### config.mk
export PLATFORM = sky130hd
export DESIGN_NAME = mfs_cell
export DESIGN_NICKNAME = d
export VERILOG_FILES = /design/src/hdl/mfs_pkg.sv /design/src/hdl/mfs_cell.sv
export SDC_FILE = /design/constraint.sdc
export NUM_CORES = 1
export LEC_CHECK = 0
export BUFFER_PORTS_ARGS = -buffer_cell sky130_fd_sc_hd__buf_4
export CORE_UTILIZATION = 31
export CTS_BUF_LIST = sky130_fd_sc_hd__clkbuf_8
export DETAILED_ROUTE_END_ITERATION = 8
export PLACE_DENSITY_LB_ADDON = 0.3
export SETUP_SLACK_MARGIN = 0.15
export SYNTH_ARGS = -nofsm -noshare
export SYNTH_HDL_FRONTEND = slang
export SYNTH_SLANG_ARGS = --single-unit
### constraint.sdc
create_clock -name clk -period 9.5 [get_ports clk]
set_clock_uncertainty 0.05 [all_clocks]
set_input_delay 2.375 -clock clk [delete_from_list [all_inputs] [get_ports clk]]
set_output_delay 2.375 -clock clk [all_outputs]
set_load 0.01 [all_outputs]
### src/hdl/mfs_pkg.sv
package mfs_pkg;

  // Payload widths fixed by the channel definitions
  localparam int VAL_W  = 32;
  localparam int STAT_W = 2;

  // Input action codes
  localparam logic ACT_PUSH = 1'b0;
  localparam logic ACT_POP  = 1'b1;

  // Result status codes
  localparam logic [STAT_W-1:0] ST_PUSH_OK  = 2'd0;
  localparam logic [STAT_W-1:0] ST_POP_OK   = 2'd1;
  localparam logic [STAT_W-1:0] ST_EMPTY    = 2'd2;
  localparam logic [STAT_W-1:0] ST_FULL     = 2'd3;

  // Command broadcast to every cell of the chain
  typedef struct packed {
    logic push;  // insert the pending value at its sorted place
    logic pop;   // shift the whole chain one cell toward the head
  } cell_cmd_t;

endpackage

### src/hdl/mfs_cell.sv
module mfs_cell #(
  parameter int LW = 7
) (
  input  logic                       clk,
  input  logic                       rst_n,
  input  mfs_pkg::cell_cmd_t         cmd,
  input  logic [mfs_pkg::VAL_W-1:0]  push_value,
  input  logic [LW-1:0]              push_level,
  input  logic [mfs_pkg::VAL_W-1:0]  pop_value,
  input  logic [LW-1:0]              pop_level,
  input  logic                       left_keep,
  input  logic                       left_vld,
  input  logic                       left_top,
  input  logic [mfs_pkg::VAL_W-1:0]  left_value,
  input  logic [LW-1:0]              left_level,
  input  logic                       right_vld,
  input  logic                       right_top,
  input  logic [mfs_pkg::VAL_W-1:0]  right_value,
  input  logic [LW-1:0]              right_level,
  output logic                       vld,
  output logic                       top,
  output logic [mfs_pkg::VAL_W-1:0]  value,
  output logic [LW-1:0]              level,
  output logic                       keep,
  output logic [LW-1:0]              hit_level
);

  logic                       vld_r, vld_nxt;
  logic                       top_r, top_nxt;
  logic [mfs_pkg::VAL_W-1:0]  value_r, value_nxt;
  logic [LW-1:0]              level_r, level_nxt;
  logic [LW-1:0]              pop_below;
  logic                       own_match;
  logic                       left_match;
  logic                       right_promote;

  assign vld   = vld_r;
  assign top   = top_r;
  assign value = value_r;
  assign level = level_r;

  // Entries ranked above the new level stay in place on a push
  assign keep = vld_r && (level_r > push_level);

  // Report own level when this entry is the newest copy of the pushed value
  assign own_match = vld_r && (value_r == push_value);
  assign hit_level = (own_match && top_r) ? level_r : '0;

  // The copy one level below a popped entry becomes the newest of its value
  assign pop_below     = pop_level - LW'(1);
  assign left_match    = left_vld && (left_value == push_value);
  assign right_promote = right_vld && (right_value == pop_value) && (right_level == pop_below);

  // Hold, insert, shift right on push; shift left on pop
  always_comb begin
    vld_nxt   = vld_r;
    top_nxt   = top_r;
    value_nxt = value_r;
    level_nxt = level_r;
    if (cmd.pop) begin
      vld_nxt   = right_vld;
      top_nxt   = right_top || right_promote;
      value_nxt = right_value;
      level_nxt = right_level;
    end else if (cmd.push) begin
      if (keep) begin
        top_nxt = top_r && !own_match;
      end else if (left_keep) begin
        vld_nxt   = 1'b1;
        top_nxt   = 1'b1;
        value_nxt = push_value;
        level_nxt = push_level;
      end else begin
        vld_nxt   = left_vld;
        top_nxt   = left_top && !left_match;
        value_nxt = left_value;
        level_nxt = left_level;
      end
    end
  end

  always_ff @(posedge clk) begin
    if (!rst_n) begin
      vld_r <= 1'b0;
    end else begin
      vld_r <= vld_nxt;
    end
  end

  always_ff @(posedge clk) begin
    top_r   <= top_nxt;
    value_r <= value_nxt;
    level_r <= level_nxt;
  end

endmodule

---- Yosys cells after proc, flatten, opt, wreduce, memory -nomap -nowiden ----
Index checks and enable logic that the tools add are counted.
storage, ports and cells
  input bits .............................. 165
  word-level logic and storage cells ...... 41
  register bits ........................... 41
operators by class
  add/sub/neg operators ................... 1
  magnitude comparators ................... 1
  mux-type cells .......................... 17
  equal/unequal tests ..................... 5
  reduce and logical (&&, ||, !) cells .... 13
operators with widths
  kind                                                                     count
  32-bit two-way mux                                                       4
  32-bit == test                                                           3
  7-bit two-way mux                                                        5
  1-bit logical AND                                                        8
  1-bit two-way mux                                                        8
  7-bit == test                                                            1
  7-bit greater-than comparator                                            1
  7-bit by 1-bit subtractor with 7-bit output, second input constant       1
  1-bit logical NOT                                                        2
  2-bit by 1-bit inequality test with 1-bit output, second input constant  1
  2-bit AND reduction                                                      1
  2-bit nonzero test                                                       1
  1-bit logical OR                                                         1

---- Logic depth before layout (Yosys ltp) ----
  depth after elaboration ................. 8
  mapped depth ............................ 9
  mapped depth without buffers ............ 9

---- Worst setup path after synthesis ----
Ideal clock, no wire load.
  path type ............................... input port to output port
  from .................................... input push_value[3] in the netlist's numbering
  to ...................................... output hit_level[1]
  arrival ................................. 3,880 ps
  stages .................................. 7
  buffers on the path ..................... 0
  path slack .............................. 3,195 ps
  cell sequence ........................... xnor2_1 nand4_1 nor4_1 nand4_1 or4_4 nor2_1 and2_2
on the way
  word-level cells in the longest chain between the ends .. 4
ends and longest elaborated chain
  what                line            text
  start: declaration  mfs_cell.sv:7   input logic [mfs_pkg::VAL_W-1:0] push_value,
  32-bit == test      mfs_cell.sv:46  assign own_match = vld_r && (value_r == push_value);
  1-bit logical AND   mfs_cell.sv:46
  1-bit logical AND   mfs_cell.sv:47  assign hit_level = (own_match && top_r) ? level_r : '0;
  7-bit two-way mux   mfs_cell.sv:47
  end: declaration    mfs_cell.sv:25  output logic [LW-1:0] hit_level
Every way passes these cells.

---- Final worst setup path ----
  from .................................... input push_value[10] in the netlist's numbering
  to ...................................... output hit_level[2]
Same word-level chain as after synthesis.

==> results.md <==
* Clock network power share at 0.242
* Critical path depth at 9
* Most frequent cells in the layout: 214 x buf_4, 69 x xnor2_1, 44 x nand2_1, 42 x o21ai_0
* Unique masters post-synth at 34
* Fin. max-slew vios at 0
* Maximum clock path buffer count at 2
* Worst Path Buf+Inv at 2
* Worst path cell trace: buf_4 -> xnor2_1 -> nand4_1 -> nor4_1 -> nand4_1 -> or4_4 -> nor2_1 -> and2_2 -> buf_4
* Die W at between 100 and 150 um
* Drt drc at 0
* Register bit count reported by yosys at 41
* Worst path max stage delay at 580 ps
* Most common cell after layout, fill and taps aside: buf_4
* Share of the yosys chip area belonging to registers at 0.341
* CP Data Required Time at 7080 ps
* RePlAce Congestion at roughly 0.9
* Clk root buf: clkbuf_8
* Core Region at 11000 um^2
* First-pass GRT wire length at roughly 19000 um
* GR Overflow Total at 0
* Reg power frac at 0.394
* Synth Warn # at 0
* Sw Ratio at 0.306
* Worst Hold Class: reg2reg
* Post-synth ARST share at 0
* GRT Total Usage at 0.221
* Crit-path slowest cell: or4_4
* Vias in the first global route at between 3000 and 4000
* Die area at roughly 12000 um^2
* Post_cts resized at 0
* Total CTS buffers at 5
* Post-CTS Setup Bufs at 0
* Vias at 3586
* First-pass iteration count of the detailed router at 4
* DRT Wirelength at 13100 um
* CP Capture Type: primary output
* Normalized max-slew margin at 0.481
* Filler cell count at 1088
* NetSw at 0.000183 W
* Dpl cell area at 5320 um^2
* Area of the multi-input gates at ~2300 um^2
* Fin area at 5430 um^2
* Initial antenna violation count at 0
* Clock latency at the later pin of the worst-skew pair at 300 ps
* Critical Path AT at around 4500 ps
* Final setup violating endpoints at 0
* Status: completed
* Combinational share of power at 0.364
* Reg2reg path depth at 9
* Post-synth EDFFs at 40
* Internal power at 0.000416 W
* Antenna-violating nets left at 0
* Crit path kind: in2out
* Crit Path Max Fanout at 6
* Area Growth Syn to Fin at 51.5%
* Crit path max-delay family: simple AND/OR/NAND/NOR gates
* Worst Max-Slew Pin Slew at about 800 ps
* Max cap viols at 0
* Initial DRC Count at 203
* Syn avg cell area at 9.47 um^2
* DR vias/cell at between 4 and 5
* CTS clk-pin slew, worst paths at 90 ps
* PD cells at 110 nW/um^2
* # IOs at 214
* PortBufs at between 200 and 250
* Critical path startpoint category: primary input
* Mapped Area at around 3600 um^2
* Clock period minus worst slack at 6950 ps
* CTS hold repair buffers at 0
* Cell leakage power at 2.43 nW
* CTS tree: built
* Ant. Diodes at 0
* Dominant synthesized flop cell: edfxtp_1
* Part of the cycle the worst path needs at 0.732
* Starting Density at 0.325
* Sequential Area at 1220 um^2
* Largest net degree at the start of global routing at 85
* Drt wl/cell at roughly 18 um
* Final nets at 758
* RSZ-0062 raised after global routing: false
* Fmax at about 140 MHz
* Max IR drop VDD at 0.0566 mV
* Hold Path Depth at 2
* Die Y at 109 um
* HPWL after DPL at about 11000 um
* Endpoints failing hold at 0
* FP Rows at 38
* Syn_nets at 551
* Layout cell share with drive strength beyond 1 at 0.392
* Mapped Cells at 378
* CTS sink cnt at 41
* Min Hold Slack at between 500 and 600 ps
* Setup tns final at 0 ps
* H-tree levels at 2
==> worst register-to-register path, stage by stage, from the launching register on <==
cell and delay, ps:
edfxtp_1 440, ha_1 310, nor2b_1 140, o21a_1 170, o21a_1 160, o311a_1 420
o21bai_4 280, buf_4 490, mux2i_1 270, nor2b_1 60
==> cell usage after synthesis (4+ instances only) <==
master    number  share of area
mux2i_1       40           0.11
inv_1         13          0.014
edfxtp_1      40           0.34
xnor2_1       69           0.17
nor2b_1        5         0.0087
and2_2         6          0.013
nor3_1         6         0.0084
xor2_1        35          0.086
nor4_1        11          0.019
nor2_1         4         0.0042
o21ai_0       42          0.059
nand2_1       44          0.046
ha_1           8          0.028
nand4_1       19          0.033
clkbuf_1      10          0.010
==> through the flow <==
stage	cells	util	worst slack (ps)	total power [W]
4_1_cts	726	0.492	2530	0.000605
5_1_grt	726	0.492	2450	0.000631
2_1_floorplan	378	-	3190	0.000333
6_report	726	0.492	2550	0.000599
3_5_place_dp	718	0.482	2530	0.000459
3_3_place_gp	718	0.482	2650	0.000455
==> cell families (layout without fill, tap and decap cells) <==
group | count (synthesis) | after routing | share of synthesized area
mux | 40 | 40 | 0.112
simple gates | 101 | 101 | 0.146
fa+ha+maj | 8 | 8 | 0.0280
xor+xnor | 104 | 104 | 0.254
flops | 41 | 41 | 0.341
buf+inv | 27 | 235 | 0.0290
compound gates | 57 | 57 | 0.0895
==> sequential cells by signal (all words and copies together) (netlist names) <==
| register | count |
|---|---|
| value | 32 |
| level | 7 |
| top | 1 |
| vld | 1 |
==> metal layers <==
metal / vias to the layer above / track usage / part of all wire / wire length (um)
met5: - / 0 / 0 / 0
met4: 0 / 0.0695 / 0.026 / 343
met3: 20 / 0.0338 / 0.062 / 815
met2: 141 / 0.389 / 0.50 / 6560
met1: 1666 / 0.276 / 0.41 / 5430
li1: 1759 / - / - / -
==> cell type report <==
class,count,share of cell area
Multi-Input combinational cell,310,0.418
Timing Repair Buffer,214,0.296
Sequential cell,41,0.225
Tap cell,140,0.0323
Clock buffer,5,0.0127
Inverter,13,0.00899
Clock inverter,3,0.00715
==> worst paths after layout <==
path	start	end	slack, ps
worst max-delay path	push_value[10]	hit_level[2]	2550
worst min-delay path	vld	vld	580
worst max register to register	level[1]	vld	6620
worst min register to register	vld	vld	580
==> power by group through the flow <==
stage	Clock [W]	Sequential (W)	Combinational [W]
global placement	0	0.000239	0.000215
global route	0.000155	0.000239	0.000237
floorplan	0	0.000247	0.0000857
CTS	0.000149	0.000236	0.000220
finish	0.000145	0.000236	0.000218
detailed placement	0	0.000240	0.000219
(Power assumes the default switching activity.)
